<file path="config.mk">
export PLATFORM = sky130hd
export DESIGN_NAME = mwpid_open
export DESIGN_NICKNAME = d
export VERILOG_FILES = /design/src/rtl/core/mwpid_pkg.sv /design/src/rtl/core/mwpid_open.sv
export SDC_FILE = /design/constraint.sdc
export NUM_CORES = 2
export LEC_CHECK = 0
export ABC_AREA = 1
export BUFFER_PORTS_ARGS = -buffer_cell sky130_fd_sc_hd__buf_2
export CAP_MARGIN = 0
export CELL_PAD_IN_SITES_DETAIL_PLACEMENT = 1
export CELL_PAD_IN_SITES_GLOBAL_PLACEMENT = 2
export CORE_MARGIN = 5
export CORE_UTILIZATION = 41
export DETAILED_ROUTE_END_ITERATION = 8
export PLACE_DENSITY_LB_ADDON = 0.12
export SLEW_MARGIN = 20
export SYNTH_ARGS = -nofsm -noshare
export SYNTH_HDL_FRONTEND = slang
export SYNTH_SLANG_ARGS = --single-unit
</file>
<file path="constraint.sdc">
create_clock -name clk -period 7.7 [get_ports clk]
set_clock_uncertainty 0.15 [all_clocks]
set_input_delay 1.155 -clock clk [delete_from_list [all_inputs] [get_ports clk]]
set_output_delay 1.155 -clock clk [all_outputs]
set_load 0.02 [all_outputs]
</file>
<file path="src/rtl/core/mwpid_pkg.sv">
// ----------------------------------------------------------------------------
// mwpid_pkg
// Shared types, register indexes and arithmetic helpers of the multi-wheel
// PID speed controller.
// ----------------------------------------------------------------------------
package mwpid_pkg;

	localparam int RPM_W   = 16;   // target / measured speed width
	localparam int DRIVE_W = 31;   // drive magnitude width
	localparam int GAIN_W  = 32;   // Q16.16 gain width
	localparam int LIM_W   = 31;   // integrator limit width
	localparam int PULSE_W = 20;   // open-loop full-scale width
	localparam int CFG_W   = 32;   // config write data width

	localparam logic [DRIVE_W-1:0] DRIVE_MAX = '1;

	// Open-loop divide by 795: reciprocal floor(2^35/795), then one correction
	localparam logic [25:0] OL_RECIP = 26'd43219796;
	localparam logic [9:0]  OL_DIV   = 10'd795;

	// Configuration register indexes
	typedef enum logic [2:0] {
		REG_PID_ENABLE     = 3'd0,
		REG_GAIN_P         = 3'd1,
		REG_GAIN_I         = 3'd2,
		REG_GAIN_D         = 3'd3,
		REG_INTEGRAL_LIMIT = 3'd4,
		REG_MAX_PULSE      = 3'd5
	} reg_idx_t;

	// Live configuration seen by every lane and the open-loop path
	typedef struct packed {
		logic                      pid_enable;
		logic signed [GAIN_W-1:0]  gain_p;
		logic signed [GAIN_W-1:0]  gain_i;
		logic signed [GAIN_W-1:0]  gain_d;
		logic        [LIM_W-1:0]   integral_limit;
		logic        [PULSE_W-1:0] max_pulse;
	} cfg_t;

	// Pipeline control broadcast to the lanes
	typedef struct packed {
		logic adv;      // all stages shift this cycle
		logic take_s0;  // closed-loop item entering stage 1
		logic take_s3;  // closed-loop item moving from stage 3 to stage 4
	} pipe_ctl_t;

	// Q16.16 product scaled back to integer, truncated toward zero
	function automatic logic signed [33:0] q16_trunc(input logic signed [49:0] a);
		logic signed [49:0] sh;
		sh = a >>> 16;
		if (a[49] && (a[15:0] != 16'd0)) begin
			sh = sh + 50'sd1;
		end
		return sh[33:0];
	endfunction

endpackage

</file>
<file path="src/rtl/core/mwpid_open.sv">
// ----------------------------------------------------------------------------
// mwpid_open
// Open-loop drive: max_pulse * |target| / 795 by reciprocal multiply with a
// single correction step, six stages, plus the direction bit.
// ----------------------------------------------------------------------------
module mwpid_open
	import mwpid_pkg::*;
(
	input  logic                      clk,
	input  logic                      adv,
	input  cfg_t                      cfg,
	input  logic signed [RPM_W-1:0]   target,
	output logic        [DRIVE_W-1:0] drive,
	output logic                      forward
);

	logic [RPM_W-1:0] tmag, tmag_s1;
	logic [34:0] x_s2, x_s3, x_s4, x_s5;
	logic [43:0] ph_s3;
	logic [42:0] pl_s3;
	logic [60:0] prod_sum;
	logic [25:0] q0_s4, q0_s5, q_s6;
	logic [35:0] qm_s5, rem;
	logic fwd_s1, fwd_s2, fwd_s3, fwd_s4, fwd_s5, fwd_s6;

	assign tmag     = target[RPM_W-1] ? (~target + 16'd1) : target;
	assign prod_sum = (61'(ph_s3) << 17) + 61'(pl_s3);
	assign rem      = 36'(x_s5) - qm_s5;

	// reciprocal pipeline; quotient estimate is exact or one low
	always_ff @(posedge clk) begin
		if (adv) begin
			tmag_s1 <= tmag;
			fwd_s1  <= ~target[RPM_W-1];
			x_s2    <= 35'(cfg.max_pulse) * 35'(tmag_s1);
			fwd_s2  <= fwd_s1;
			ph_s3   <= 44'(x_s2[34:17]) * 44'(OL_RECIP);
			pl_s3   <= 43'(x_s2[16:0]) * 43'(OL_RECIP);
			x_s3    <= x_s2;
			fwd_s3  <= fwd_s2;
			q0_s4   <= prod_sum[60:35];
			x_s4    <= x_s3;
			fwd_s4  <= fwd_s3;
			qm_s5   <= 36'(q0_s4) * 36'(OL_DIV);
			q0_s5   <= q0_s4;
			x_s5    <= x_s4;
			fwd_s5  <= fwd_s4;
			q_s6    <= (rem >= 36'(OL_DIV)) ? (q0_s5 + 26'd1) : q0_s5;
			fwd_s6  <= fwd_s5;
		end
	end

	assign drive   = DRIVE_W'(q_s6);
	assign forward = fwd_s6;

endmodule

</file>
* Word-level counts from Yosys, hierarchy flattened
Cells that the tools add are included.
** Operators by class
- Mux-type cells :: 2
- Bitwise gates (word level) :: 2
- $add $sub $neg :: 4
- $mul :: 4
- Magnitude comparators :: 1
** Operator list (count)
- $add A61 B43 Y61 :: 1
- $mul A18 B24 Y42 const B :: 1
- $mul A17 B24 Y41 const B :: 1
- $ge A36 B10 Y1 const B :: 1
- $mul A26 B10 Y36 const B :: 1
- $sub A35 B36 Y36 :: 1
- $mul A20 B16 Y35 :: 1
- $add A26 B1 Y26 const B :: 1
- $mux W26 :: 1
- $add A16 B1 Y16 const B :: 1
- $not A16 Y16 :: 1
- $mux W15 :: 1
- $not A1 Y1 :: 1
** Storage, ports and cells
- Output and inout bits :: 32
- Logic and storage cells :: 31
- Bits in registers :: 359
- Input bits :: 166

* Longest topological paths before layout
- Depth after elaboration :: 3
- Gate-level depth with buffers :: 28

* Worst setup path after synthesis
No wires, ideal clock.
- Kind :: input to register
- From :: input port cfg[7] (netlist name)
- To :: register x_s2[31] (data pin)
- Slack :: 0.948 ns
- Cell stages on the path :: 23
- Arrival :: 6.338 ns
- Cell sequence :: clkbuf_1 clkbuf_1 nand2_1 fa_1 inv_1 fa_1 inv_1 fa_1 inv_1 fa_1 fa_1 inv_1 fa_1 inv_1 ha_1 nand2_1 nor4_1 nand3_1 nand3_1 nand2_1 o211ai_1 a31oi_1 xor2_1
** On the way
- Word-level cells in the longest chain between the ends :: 1
** RTL lines
- start, declared :: RTL line mwpid_open.sv:11 : input cfg_t cfg,
- $mul A20 B16 Y35 :: RTL line mwpid_open.sv:35 : x_s2 <= 35'(cfg.max_pulse) * 35'(tmag_s1);
- end signal, assigned :: RTL line mwpid_open.sv:35
- end, declared :: RTL line mwpid_open.sv:18 : logic [34:0] x_s2, x_s3, x_s4, x_s5;
Every way passes these cells.
A chain may end at the register's enable or synchronous reset.

* Worst setup path in the final report
- From :: register tmag_s1[5]
- To :: register x_s2[31] (data pin)
** On the way
- Word-level cells in the longest chain between the ends :: 1
** RTL lines
- start, declared :: RTL line mwpid_open.sv:17 : logic [RPM_W-1:0] tmag, tmag_s1;
- start signal, assigned :: RTL line mwpid_open.sv:33 : tmag_s1 <= tmag;
- $mul A20 B16 Y35 :: RTL line mwpid_open.sv:35
Every way passes these cells.

==> results by group <==
Clocking
  – Post-CTS sizing: 0
  – Buffer depth of the longest clock path: 3
  – Clock latency of the later-clocked register in the worst-skew pair: 0.63 ns
  – Number of buffers created by CTS: 43
  – Clock slew at reported path FFs: 0.08 ns
  – CTS Hold Bufs: 0
  – CTS tree: built
  – H-tree Lvls: 2
  – Clock tree root buffer cell: clkbuf_16
  – Count of clock tree sinks: 339
  – Post-CTS setup buffers: 0

STA
  – Ratio of final minimum period to clock period: 0.871
  – Highest attainable clock frequency: 149 MHz
  – Measured slew at the worst slew-check pin: 1.04 ns
  – Fin. max-slew vios: 0
  – Final hold slack: 0.249 ns
  – Final number of setup-violating endpoints: 0
  – Relative slew slack: 0.309
  – Number of endpoints with negative hold slack in the final report: 0
  – TNS Setup: 0 ns
  – RSZ-0062 raised after global routing: no
  – Tmin final: 6.70 ns

Yosys
  – Synth area leader: fa_1
  – Warning count from the yosys run: 0
  – Number of synthesized flops with an enable pin: 339
  – Cell with the most instances after synthesis: inv_1
  – Synthesized area: 46400 um^2
  – Proportion of synthesized flip-flops having asynchronous set or reset: 0
  – Area share of the largest cell type after synthesis: 0.282
  – Flip-flop and latch count after synthesis: 339
  – Mean post-synth cell area: 9.05 um^2
  – Count of mapped cells out of synthesis: 5128
  – Part of the Yosys area used for sequential elements: 0.219
  – Most instantiated cells after synthesis: inv_1, nand2_1, fa_1
  – Cell types occupying the most area after synthesis: fa_1, edfxtp_1, ha_1, inv_1, nand2_1
  – Number of distinct library cell variants in the gate-level netlist after synthesis: 45
  – Most instantiated flip-flop cell in the synthesis netlist: edfxtp_1

Layout
  – Net count reported at finish: 6624
  – Final design area excluding fillers: 49900 um^2
  – Filler cell count in the final layout: 13100
  – Fraction of final layout cells sized beyond drive strength 1: 0.0387
  – Final Core Density: 0.444
  – Antenna diode count: 0
  – Area overhead of the layout relative to synthesis: 7.59%

Worst setup path
  – Data arrival time of the critical path: 6.90 ns
  – Reg-to-reg startpoint: tmag_s1[5]
  – WP data required: 7.90 ns
  – Cell repeated most along the worst path: fa_1
  – Critical path, cell by cell: nand2_1 > inv_1 > fa_1 > inv_1 > fa_1 > fa_1 > inv_1 > fa_1 > fa_1 > inv_1 > fa_1 > inv_1 > ha_1 > nand2_1 > nor4_1 > nand3_1 > nand3_1 > nand2_1 > o211ai_1 > a31oi_1 > xor2_1
  – Critical path class: reg2reg
  – Worst-path cell with the longest stage delay: edfxtp_1
  – Family with the most delay on the worst path: adder cells
  – Worst reg2reg path depth: 21
  – Terminus of the critical flop-to-flop path: x_s2[31]
  – Critical Path Max Stage Delay: 1.03 ns
  – Number of buffer and inverter stages on the critical path: 5
  – Critical path launch point type: flop
  – Crit. End Element: flop
  – Slack of the worst reg-to-reg path: 1.0 ns
  – Critical Path Fanout Max: 20

Drt
  – Number of DRC markers in iteration 0: 1301
  – Vias post-DR: 32700
  – Mean number of vias per cell: 4.87
  – Wirelength, routed: 125 mm
  – First-pass iteration count of the detailed router: 5
  – Number of nets still failing antenna checks after routing: 0
  – Average detailed-routed wire length per instance: 18.6 um
  – Detailed-route DRC error count: 0

GRT
  – Met3 Resource Use GR: 0.0203
  – Met1 track utilization from global routing: 0.292
  – Antenna violations before repair: 1
  – Global router's overall resource usage: 0.213
  – Overflow left after global routing: 0
  – Peak-usage layer in the global routing report: met2
  – Global-route track usage on met2: 0.370
  – Wire length of the first global-routing pass: 202 mm
  – Largest net degree at the start of global routing: 161
  – Via count of the first global-routing pass: 36500

Min path
  – Endpoint of the worst hold path: x_s5[3]
  – Type of the worst min-delay path: reg2reg
  – Hold path depth: 0
  – Hold wc startpoint: x_s4[3]

Floorplanning
  – Die Wd: 346 um
  – Top-level I/O count: 198
  – Effective utilization at floorplan: 0.412
  – Total die area: 120000 um^2
  – Placement Rows: 123
  – Area inside the core boundary: 112000 um^2
  – Vertical die dimension: 346 um

Job
  – Max cap viols: 0

Place
  – Final RePlAce weighted congestion: 0.880
  – Post-detail-place hpwl: 106 mm
  – Placed Instance Area: 48500 um^2
  – Input/output buffers: 64

Outcome
  – Run status: complete, no violations
[layout make-up]
type,instances,area [um^2],share of cell area
Clock inverter,29,314,0.00629
Multi-Input combinational cell,3304,30600,0.613
Clock buffer,48,1090,0.0219
Inverter,1406,5280,0.106
Sequential cell,339,10200,0.204
Tap cell,1500,1880,0.0376
Timing Repair Buffer,95,588,0.0118
[cell families (layout without fill, tap and decap cells)]
logic type | after synthesis | in the layout | synth area share
flops | 339 | 339 | 0.219
xor+xnor | 169 | 169 | 0.0319
simple gates | 1410 | 1410 | 0.124
buf+inv | 1489 | 1578 | 0.122
other cells | 1 | 5 | 0.0000808
compound gates | 451 | 451 | 0.0548
fa+ha+maj | 1269 | 1269 | 0.448
[per-layer routing]
metal | share of wire | routed length, um | up-vias
li1 | - | - | 15900
met1 | 0.47 | 58700 | 16300
met2 | 0.48 | 60500 | 359
met3 | 0.025 | 3100 | 116
met4 | 0.020 | 2520 | 0
met5 | 0 | 0 | -
[flip-flops by register name, summed over array words and instances (netlist names), 16 cells and up]
register and cells:
q_s6 26, x_s4 35, tmag_s1 16, ph_s3 40, q0_s5 26, x_s2 35, qm_s5 35, x_s5 35
x_s3 35, q0_s4 26, pl_s3 24
[worst reg2reg max path, delay by kind of cell, from the launching register on]
kind | cells | cell delay, ns
adders and majority gates | 7 | 3.19
xor gates and xnor gates | 1 | 0.16
AOI/OAI and AO/OA | 2 | 0.35
DFF | 1 | 1.03
buffers and inverters | 5 | 0.33
and+or+nand+nor | 6 | 1.26
[cells in the final DEF (no fill, tap or decap), types with 53 or more instances in the layout]
cell and count:
xor2_1 116, nand2_1 910, xnor2_1 53, inv_1 1405
nor2_1 246, nand3_1 116, o21ai_0 101, ha_1 616
a21oi_1 225, fa_1 653, edfxtp_1 339, buf_2 63
[worst max-delay path by stage]
stage	start	endpoint	slack, ns	depth (start not counted)
6_report	tmag_s1[5]	x_s2[31]	1.0	21
5_1_grt	tmag_s1[5]	x_s2[31]	0.59	21
4_1_cts	tmag_s1[5]	x_s2[31]	0.85	21
3_5_place_dp	cfg[11]	x_s2[31]	0.29	20
3_3_place_gp	cfg[11]	x_s2[31]	0.38	20
2_1_floorplan	cfg[7]	x_s2[31]	0.95	23
[metrics by stage]
step	setup slack, ns	std cells
floorplan	0.948	5132
global placement	0.377	6644
detailed placement	0.290	6644
CTS	0.852	6721
global route	0.588	6721
finish	0.997	6721
Power is not shown: default switching activity piles up to over one toggle a cycle in this logic, so the estimate is an artifact.
