--- src/rtl/core/mwpid_obuf.sv ---
// ----------------------------------------------------------------------------
// mwpid_obuf
// Output register with one skid entry; upstream ready is registered.
// ----------------------------------------------------------------------------
module mwpid_obuf #(
	parameter int WIDTH = 128
) (
	input  logic             clk,
	input  logic             arst_n,
	input  logic             in_valid,
	output logic             in_ready,
	input  logic [WIDTH-1:0] in_data,
	output logic             out_valid,
	input  logic             out_ready,
	output logic [WIDTH-1:0] out_data
);

	logic             out_vld_q, skid_vld_q;
	logic [WIDTH-1:0] out_q, skid_q;
	logic             in_fire;

	assign in_ready = ~skid_vld_q;
	assign in_fire  = in_valid & in_ready;

	// valid flags
	always_ff @(posedge clk or negedge arst_n) begin
		if (!arst_n) begin
			out_vld_q  <= 1'b0;
			skid_vld_q <= 1'b0;
		end else if (skid_vld_q) begin
			if (out_ready) begin
				skid_vld_q <= 1'b0;
			end
		end else if (in_fire) begin
			if (out_vld_q && !out_ready) begin
				skid_vld_q <= 1'b1;
			end
			out_vld_q <= 1'b1;
		end else if (out_ready) begin
			out_vld_q <= 1'b0;
		end
	end

	// payload
	always_ff @(posedge clk) begin
		if (skid_vld_q) begin
			if (out_ready) begin
				out_q <= skid_q;
			end
		end else if (in_fire) begin
			if (out_vld_q && !out_ready) begin
				skid_q <= in_data;
			end else begin
				out_q <= in_data;
			end
		end
	end

	assign out_valid = out_vld_q;
	assign out_data  = out_q;

endmodule

--- config.mk ---
export PLATFORM = sky130hd
export DESIGN_NAME = mwpid_obuf
export DESIGN_NICKNAME = d
export VERILOG_FILES = /design/src/rtl/core/mwpid_obuf.sv
export SDC_FILE = /design/constraint.sdc
export NUM_CORES = 1
export LEC_CHECK = 0
export ABC_AREA = 1
export ABC_CLOCK_PERIOD_IN_PS = 7500
export BUFFER_PORTS_ARGS = -buffer_cell sky130_fd_sc_hd__buf_2
export CAP_MARGIN = 10
export CELL_PAD_IN_SITES_DETAIL_PLACEMENT = 1
export CELL_PAD_IN_SITES_GLOBAL_PLACEMENT = 1
export CORE_MARGIN = 1
export CORE_UTILIZATION = 45
export DETAILED_ROUTE_END_ITERATION = 16
export GPL_TIMING_DRIVEN = 1
export PLACE_DENSITY_LB_ADDON = 0.1
export SLEW_MARGIN = 10
export SYNTH_ARGS = -nofsm -noshare
export SYNTH_HDL_FRONTEND = slang
export SYNTH_SLANG_ARGS = --single-unit
--- constraint.sdc ---
create_clock -name clk -period 7.5 [get_ports clk]
set_clock_uncertainty 0.15 [all_clocks]
set_input_delay 1.125 -clock clk [delete_from_list [all_inputs] [get_ports clk]]
set_output_delay 1.125 -clock clk [all_outputs]
set_load 0.01 [all_outputs]
# == Word-level counts from Yosys, hierarchy flattened ==
# Cells that the tools add are included.
# W data, S select, Z words.
# word_totals
reg_bits,258
in_bits,132
out_inout_bits,130
elab_cells,25
# op_classes
n_eq_ne,2
mux,10
bitwise_logic,2
reduce_logical,7
# ops
cell,n
$mux W128,4
$mux W1,6
$reduce_and A3 Y1,2
$ne A2 B2 Y1 const B,2
$reduce_bool A2 Y1,2
$reduce_and A2 Y1,1
$and A1 B1 Y1,1
$logic_and A1 B1 Y1,1
$logic_not A1 Y1,1
$not A1 Y1,1

# == Depth between registers and ports, before layout ==
# Gate-level depths: netlist of the first run.
# depth
depth_word,5
mapped_depth,6
mapped_depth_nobuf,4

# == Worst setup path after synthesis of the first run ==
# No wires, ideal clock.
# synth_timing
path_kind,input to register
startpoint,in in_valid
endpoint,"reg out_q[0] (netlist: out_data[0]), enable pin"
arrival_ps,4048
t_required_ps,6858
slack_ps,2810
cell_stages,4
path_buffers,0
path_cell_list,inv_1 -> nor2_1 -> nand2_1 -> nand2_1
# synth_via
elab_chain_len,3
# synth_rtl
item,line_no,text
from (decl),10,"input logic in_valid,"
$and A1 B1 Y1,23,assign in_fire = in_valid & in_ready;
$reduce_bool A2 Y1 (no source line),--,
$reduce_and A3 Y1 (no source line),--,
to (signal assigned),48,out_q <= skid_q;
to (signal assigned),54,out_q <= in_data;
to (decl),19,"logic [WIDTH-1:0] out_q, skid_q;"
# No other way between the ends.
# A chain may end at the register's enable or synchronous reset.

# == Final worst setup path of the first run ==
# layout_timing
startpoint,reg skid_vld_q
endpoint,out in_ready
# layout_via
elab_chain_len,1
# layout_rtl
item,line_no,text
from (decl),18,"logic out_vld_q, skid_vld_q;"
from (signal assigned),29,skid_vld_q <= 1'b0;
from (signal assigned),32,skid_vld_q <= 1'b0;
from (signal assigned),36,skid_vld_q <= 1'b1;
$not A1 Y1 (no source line),--,
to (decl),11,"output logic in_ready,"
# No other way between the ends.

==> flow_summary.toml, run 1 <==
[status]
outcome = "finished, final reports clean"

[final_layout]
layout_commonest_cell = "nand2_1"
fillers = 2155
layout_common_cells = "nand2_1 (392), buf_2 (261), edfxtp_1 (256), clkbuf_16 (27), clkinv_2 (7)"
layoutNonFillerInstCount = 1247
nets = 1085
multi_input_area_um2 = 1500
layout-drive-gt1-share_pct = 31.6
synthToLayoutAreaGrowth_pct = 24.6
register_area_um2 = 7740

[drt]
wire_per_inst_um = 18.0
ant_nets = 0
vias_per_cell = 4.84
remaining_drc_errors = 0
wl_mm = 22.5
drt_iter0_drc = 295
first_pass_iters = 4
via_count = 6041

[global_route]
grt_pass1_vias = 6269
grt_overflow = 0
antenna_found_initial = 7
grt_max_degree = 80
grt_first_pass_wirelength_mm = 34.3
grt_usage_pct = 20.7

[timing]
finalSetupTns_ns = 0
maxSlewHeadroom_pct = 28.8
tightest_slew_ns = 1.07
period_share_pct = 54.4
finalHoldWorstSlack_ns = 0.254
fmax_mhz = 245
final_hold_viol_count = 0
finalSetupViolations = 0
slew_violations = 0
rsz0062_at_grt = "no"
fin_ws_ns = 3.42
post-route-min-period_ns = 4.08

[clock_tree]
cts-root-buf = "clkbuf_16"
cts.sinks = 258
clockBufferDepth = 3
h-tree-depth = 1
clk_latency_ns = 0.51
cts_buffers = 27
holdBufCountCts = 0
cts_tree = "done"
cts_resized = 0
post_cts_buffers = 0
clk_pin_slew_ns = 0.06

[synthesis]
yosysSeqAreaShare_pct = 81.8
netlist_area_um2 = 9460
ys_ff_latch = 258
synth_cell_type_count = 11
synth.avg_cell_area_um2 = 13.8
yosysWarnings = 0
synth_nets = 820
syn_inst = 688

[min_path]
hold_path_class = "input pin to asynchronous set/reset pin"

[power]
totalPowerFinal_mw = 3.61
leakagePower_nw = 5.07
power.density_nw_per_um2 = 306
ir_drop_mv = 0.218

[floorplanning]
die_w_um = 147
core-area_um2 = 20400
die_h_um = 147
dieArea_um2 = 21600
fp-row-count = 52
io_pins = 262
initial_core_util_pct = 46.3

[placement]
gp_congestion = 0.768
io_buffers = 261
hpwl_mm = 14.8
dp_slack_ns = 3.87
place_inst = 1194

[critical_path]
cp-startpoint = "skid_vld_q$_DFF_PN0_"
path_class = "register to primary output"
cp-end-kind = "primary output"
cp.arrival_ns = 2.80
worstSetupStartpointType = "register"
cp.required_ns = 6.22
critPathMaxFanout = 78
r2r_cells = 5
rr_startpoint = "skid_vld_q$_DFF_PN0_"

[run]
cap_violations = 0
## per-stage QoR
| stage | util [%] | cell area, um2 |
|---|---|---|
| 6_report | 57.7 | 11800 |
| 5_1_grt | 57.7 | 11800 |
| 4_1_cts | 57.6 | 11800 |
| 3_5_place_dp | 53.5 | 10900 |
| 3_3_place_gp | 53.5 | 10900 |
| 2_1_floorplan | - | 9460 |
## cell families after synthesis
logic type             after synthesis  synth area share (%)
buffers and inverters               34                  2.51
flip-flops                         258                  81.8
AND/OR/NAND/NOR                    396                  15.7
## cell usage after synthesis
cell type,n,area [um2]
inv_2,1,3.75
dfrtp_1,2,50.1
nor2_1,2,7.51
edfxtp_1,256,7690
clkbuf_1,2,7.51
inv_1,4,15.0
nand3_1,1,5.00
buf_6,11,124
buf_2,13,65.1
nand2_1,393,1480
buf_4,3,22.5
## power breakdown
| part | switching, mW | internal (mW) | leakage (nW) | total [mW] |
|---|---|---|---|---|
| combinational | 0.318 | 0.145 | 2.22 | 0.463 |
| sequential | 0.0613 | 1.80 | 2.43 | 1.86 |
| clock | 0.524 | 0.757 | 0.418 | 1.28 |
| total | 0.902 | 2.70 | 5.07 | 3.61 |
## layer usage
layer,share of wire [%],up-vias,GRT usage (%)
met1,42,2941,26.2
li1,-,2858,-
met2,49,211,34.7
met5,0,-,0
met4,2.2,0,6.70
met3,6.8,31,5.34
## sequential cells by signal (all words and copies together), names as in the netlist
| signal | count |
|---|---|
| out_data | 128 |
| skid_vld_q | 1 |
| skid_q | 128 |
| out_valid | 1 |
## layout make-up
class,instances,share of cell area (%)
Sequential cell,258,65.7
Clock buffer,30,5.83
Antenna cell,7,0.149
Inverter,5,0.202
Timing Repair Buffer,265,11.3
Clock inverter,16,1.29
Multi-Input combinational cell,396,12.7
Tap cell,270,2.87
## worst max-delay path, cell delays in order (launching register included)
cell,delay [ns]
dfrtp_4,0.80
buf_4,0.75
inv_4,0.43
buf_2,0.27
## worst paths after layout
| kind | end | slack (ns) |
|---|---|---|
| worst max-delay path | in_ready | 3.42 |
| worst min-delay path | out_valid$_DFFE_PN0P_ | 0.25 |
| worst max register to register | out_data[72]$_DFFE_PP_ | 4.23 |
| worst min register to register | out_data[63]$_DFFE_PP_ | 0.37 |
| max in group asynchronous | skid_vld_q$_DFF_PN0_ | 6.82 |
| min in group clk | out_data[63]$_DFFE_PP_ | 0.37 |
(Power assumes the default switching activity.)
==> run 2: changes to the inputs <==
--- a/config.mk
+++ b/config.mk
@@ -5,14 +5,14 @@
 export SDC_FILE = /design/constraint.sdc
 export NUM_CORES = 1
 export LEC_CHECK = 0
-export ABC_AREA = 1
-export ABC_CLOCK_PERIOD_IN_PS = 7500
+export ABC_AREA = 0
+export ABC_CLOCK_PERIOD_IN_PS = 3500
 export BUFFER_PORTS_ARGS = -buffer_cell sky130_fd_sc_hd__buf_2
 export CAP_MARGIN = 10
 export CELL_PAD_IN_SITES_DETAIL_PLACEMENT = 1
 export CELL_PAD_IN_SITES_GLOBAL_PLACEMENT = 1
 export CORE_MARGIN = 1
-export CORE_UTILIZATION = 45
+export CORE_UTILIZATION = 40
 export DETAILED_ROUTE_END_ITERATION = 16
 export GPL_TIMING_DRIVEN = 1
 export PLACE_DENSITY_LB_ADDON = 0.1
==> constraint.sdc (replaced) <==
create_clock -name clk -period 3.5 [get_ports clk]
set_clock_uncertainty 0.15 [all_clocks]
set_input_delay 0.525 -clock clk [delete_from_list [all_inputs] [get_ports clk]]
set_output_delay 0.525 -clock clk [all_outputs]
set_load 0.01 [all_outputs]
==> run 2 against run 1 <==
  * Synthesized cell count shrank 41%
  * Count of clock-buffer cells in the layout rose by 5
  * Combinational power is 63% higher
  * Register-to-register slack lost 3.1 ns
  * Sequential power increased by 100%
==> flow_summary.toml, run 2 <==
[timing]
final_hold_viol_count = 0
finalSetupViolations = 0
finalSetupTns_ns = 0
post-route-min-period_ns = 2.87
tightest_slew_ns = 0.672
fmax_mhz = 349
period_share_pct = 81.9
finalHoldWorstSlack_ns = 0.0364
maxSlewHeadroom_pct = 55.2
rsz0062_at_grt = "no"
slew_violations = 0

[clock_tree]
cts-root-buf = "clkbuf_16"
clockBufferDepth = 3
h-tree-depth = 1
cts.sinks = 258
clk_latency_ns = 0.52
post_cts_buffers = 0
cts_buffers = 29
holdBufCountCts = 1
cts_resized = 0
clk_pin_slew_ns = 0.06
cts_tree = "done"

[floorplanning]
dieArea_um2 = 24500
fp-row-count = 56
die_w_um = 157
core-area_um2 = 23500
io_pins = 262
initial_core_util_pct = 40.7
die_h_um = 157

[final_layout]
nets = 824
multi_input_area_um2 = 1710
layoutNonFillerInstCount = 1034
layout_common_cells = "buf_2 (261), edfxtp_1 (256), mux2_2 (73), mux2_4 (55), clkbuf_16 (29)"
layout_commonest_cell = "buf_2"
fillers = 2153
register_area_um2 = 7740
final_area_um2 = 12300
synthToLayoutAreaGrowth_pct = 28.7
layout-drive-gt1-share_pct = 62.0

[critical_path]
cp-startpoint = "skid_vld_q$_DFF_PN0_"
cp.arrival_ns = 2.19
cp-end-kind = "primary output"
critPathMaxFanout = 92
cp.required_ns = 2.82
worstSetupStartpointType = "register"
path_class = "register to primary output"
cp_cell_sequence = "buf_12, inv_2, buf_2"
r2r_slack_ns = 1.10
slowest_stage = "dfrtp_4"
max_stage_delay_ns = 0.82
rr_startpoint = "skid_vld_q$_DFF_PN0_"

[synthesis]
synth.area.top_cells = "edfxtp_1 (80%), mux2_4 (8.6%), mux2_2 (8.6%)"
yosysSeqAreaShare_pct = 80.9
yosysMostFrequentCell = "edfxtp_1"
synth_nets = 541
ys.flop_type = "edfxtp_1"
yosysWarnings = 0
synth_cell_type_count = 13
synthTopCellsByCount = "edfxtp_1 (256), mux2_2 (73), mux2_4 (55)"
synthArstFlopShare_pct = 0.775
synth_edf_count = 256
synth.avg_cell_area_um2 = 23.4
netlist_area_um2 = 9560
ys_ff_latch = 258
synth_top_area_share_pct = 80.4
syn_inst = 409
synth_top_area_cell = "edfxtp_1"

[power]
clock_power_share_pct = 41.6
ir_drop_mv = 0.385
leakagePower_nw = 4.71
totalPowerFinal_mw = 7.76
switching_share_pct = 21.1
combPwrFrac_pct = 9.7
p_int_mw = 6.12
power.density_nw_per_um2 = 631
seq_power_share_pct = 48.7
p_sw_mw = 1.64

[run]
cap_violations = 0

[placement]
hpwl_mm = 13.0
placed_area_um2 = 11300
io_buffers = 261
place_inst = 979
gp_congestion = 0.723

[min_path]
hold_path_class = "input pin to register"
min_from = "in_data[49]"

[global_route]
grt_pass1_vias = 5075
antenna_found_initial = 0
grt_overflow = 0
grt_usage_pct = 15.7
grt_first_pass_wirelength_mm = 29.2
grt_max_degree = 93

[drt]
via_count = 4844
wire_per_inst_um = 19.1
ant_nets = 0
remaining_drc_errors = 0
wl_mm = 19.8
first_pass_iters = 4
drt_iter0_drc = 255
vias_per_cell = 4.68

[status]
outcome = "finished, final reports clean"
[run 2: cell families after synthesis]
family,synth area share [%]
flops,80.9
simple gates,0.275
compound gates,0.235
buf+inv,1.35
mux,17.2
[run 2: through the flow]
step           util (%)  worst slack [ns]
6_report           52.4             0.633
5_1_grt            52.4             0.461
4_1_cts            52.4             0.530
3_5_place_dp       48.0              1.03
3_3_place_gp       48.0              1.06
2_1_floorplan         -             0.236
[run 2: power groups by stage]
stage / Clock [mW] / Sequential, mW / Combinational (mW)
finish: 3.23 / 3.78 / 0.754
floorplan: 0 / 3.91 / 0.354
detailed placement: 0 / 3.84 / 0.769
global route: 3.42 / 3.80 / 0.813
global placement: 0 / 3.83 / 0.747
CTS: 3.33 / 3.78 / 0.772
[run 2: worst max-delay path: cells and delay by family, from the launching register on]
family   cells  cell delay (ns)
buf+inv      3             0.78
flops        1             0.82
[run 2: path summary, 6_finish.rpt]
kind                       depth (start not counted)                      end
min                                                1     skid_q[49]$_DFFE_PP_
max                                                3                 in_ready
max in group asynchronous                          2     skid_vld_q$_DFF_PN0_
min reg2reg                                        1  out_data[110]$_DFFE_PP_
min in group asynchronous                          2    out_valid$_DFFE_PN0P_
max reg2reg                                        2     skid_q[60]$_DFFE_PP_
[run 2: area by class of cell]
class	count	area share [%]
sequential	258	62.9
multi-input combinational	135	13.9
timing repair buffer	267	11.5
clock buffer	35	6.24
tap	319	3.24
clock inverter	18	2.14
inverter	1	0.0305
antenna	1	0.0203
[run 2: per-layer routing]
metal / global-route usage [%] / up-vias / part of all wire [%]
met2: 25.3 / 181 / 47
li1: - / 2208 / -
met1: 20.3 / 2423 / 42
met5: 0 / - / 0
met4: 4.01 / 0 / 1.9
met3: 5.34 / 32 / 8.4
==> run 3: changes to the inputs <==
--- a/config.mk
+++ b/config.mk
@@ -6,7 +6,7 @@
 export NUM_CORES = 1
 export LEC_CHECK = 0
 export ABC_AREA = 0
-export ABC_CLOCK_PERIOD_IN_PS = 3500
+export ABC_CLOCK_PERIOD_IN_PS = 2300
 export BUFFER_PORTS_ARGS = -buffer_cell sky130_fd_sc_hd__buf_2
 export CAP_MARGIN = 10
 export CELL_PAD_IN_SITES_DETAIL_PLACEMENT = 1
==> constraint.sdc (replaced) <==
create_clock -name clk -period 2.3 [get_ports clk]
set_clock_uncertainty 0.15 [all_clocks]
set_input_delay 0.345 -clock clk [delete_from_list [all_inputs] [get_ports clk]]
set_output_delay 0.345 -clock clk [all_outputs]
set_load 0.01 [all_outputs]
==> run 3 against run 2 <==
  * Worst hold slack improved by 0.35 ns
  * Global-route usage increased by 2.2 points
  * Combinational power increased by 84%
  * Sequential power increased by 52%
  * Die area unchanged
  * Setup slack got worse by 0.46 ns
  * Register-to-register slack got worse by 0.66 ns
  * Utilization increased by 5.8 points
  * Wire length increased by 12%
  * Critical path type unchanged
==> flow_summary.toml, run 3 (synthesis results as in run 2) <==
[floorplanning]
core-area_um2 = 23500
initial_core_util_pct = 40.7
dieArea_um2 = 24500
io_pins = 262
die_h_um = 157
fp-row-count = 56
die_w_um = 157

[critical_path]
cp-end-kind = "primary output"
cp.arrival_ns = 1.63
cp.required_ns = 1.80
path_class = "register to primary output"
critPathMaxFanout = 77
worstSetupStartpointType = "register"

[final_layout]
multi_input_area_um2 = 1710
layout_commonest_cell = "buf_2"
final_area_um2 = 13700
utilization_pct = 58.2
synthToLayoutAreaGrowth_pct = 42.8
register_area_um2 = 7740
layout_common_cells = "buf_2 (261), edfxtp_1 (256), dlygate4sd3_1 (133), mux2_2 (73), mux2_4 (55)"
fillers = 2140
layout-drive-gt1-share_pct = 52.5
nets = 959

[drt]
via_count = 5391
wl_mm = 22.1
drt_iter0_drc = 259
wire_per_inst_um = 18.9
remaining_drc_errors = 0
vias_per_cell = 4.61
first_pass_iters = 4
ant_nets = 0

[power]
ir_drop_mv = 0.470
leakagePower_nw = 5.28
power.density_nw_per_um2 = 867

[timing]
rsz0062_at_grt = "no"
fin_ws_ns = 0.175
tightest_slew_ns = 0.526
fmax_mhz = 471
final_hold_viol_count = 0
period_share_pct = 92.4
post-route-min-period_ns = 2.12
slew_violations = 0
finalSetupViolations = 0
maxSlewHeadroom_pct = 64.9

[global_route]
grt_pass1_vias = 5938
grt_usage_pct = 17.8
grt_first_pass_wirelength_mm = 33.2
grt_max_degree = 78
grt_overflow = 0
antenna_found_initial = 1

[placement]
gp_congestion = 0.739
placed_area_um2 = 11300
hpwl_mm = 13.5
io_buffers = 261
dp_slack_ns = 0.424

[clock_tree]
clk_pin_slew_ns = 0.06
cts_tree = "done"
cts_buffers = 28
clockBufferDepth = 3
cts_resized = 0
clk_latency_ns = 0.52
cts.sinks = 258
h-tree-depth = 1
cts-root-buf = "clkbuf_16"
post_cts_buffers = 0

[min_path]
hold_path_class = "register to register"

[run]
cap_violations = 0

[status]
outcome = "finished, final reports clean"
run 3: cell types whose count changed in the layout (fill, tap and decap cells not counted):
cell	previous run	this run
buf_12	5	9
bufinv_16	7	6
clkbuf_1	4	1
clkbuf_8	2	0
clkinv_1	4	8
clkinv_2	6	7
dlygate4sd3_1	1	133
nor2_1	2	1
nor2_2	0	1
run 3: through the flow:
step	total power, mW	hold WS, ns	TNS, ns	std cells
floorplan	6.49	-0.101	-47.28	409
global placement	6.99	-0.0175	0	983
detailed placement	7.04	-0.0127	0	983
CTS	12.0	0.357	0	1168
global route	12.3	0.381	0	1169
finish	11.8	0.389	0	1169
run 3: where the power goes:
group          internal [mW]  total, mW  leakage [nW]  switching [mW]
clock                   2.95       4.72         0.483            1.77
sequential              5.63       5.73          2.43           0.100
combinational          0.713       1.39          2.36           0.680
total                   9.29       11.8          5.28            2.55
run 3: worst paths after layout:
kind | from | endpoint | slack (ns) | depth (start not counted)
max | skid_vld_q$_DFF_PN0_ | in_ready | 0.18 | 3
min | skid_q[89]$_DFFE_PP_ | out_data[89]$_DFFE_PP_ | 0.39 | 1
max reg2reg | skid_vld_q$_DFF_PN0_ | skid_vld_q$_DFF_PN0_ | 0.44 | 4
min reg2reg | skid_q[89]$_DFFE_PP_ | out_data[89]$_DFFE_PP_ | 0.39 | 1
max in group asynchronous | arst_n | skid_vld_q$_DFF_PN0_ | 1.29 | 3
min in group asynchronous | arst_n | skid_vld_q$_DFF_PN0_ | 0.56 | 3
run 3: routing by layer:
metal / share of wire [%] / up-vias / GRT usage, %
li1: - / 2480 / -
met1: 42 / 2695 / 22.4
met2: 50 / 191 / 30.6
met3: 7.1 / 25 / 4.76
met4: 1.5 / 0 / 4.53
met5: 0 / - / 0
run 3: timing repair:
item,in CTS,in global routing
endpoints found under the setup margin,0,0
hold buffers,133,0
hold endpoints to repair,248,0
run 3: critical path: stages (launching register included):
cell	delay, ns
dfrtp_4	0.47
buf_12	0.39
inv_2	0.08
buf_2	0.16
run 3: final cells by class:
class | count | area share [%]
timing repair buffer | 403 | 20.6
clock inverter | 22 | 1.85
multi-input combinational | 135 | 12.5
clock buffer | 30 | 5.34
tap | 319 | 2.92
antenna | 1 | 0.0183
inverter | 1 | 0.0275
sequential | 258 | 56.7
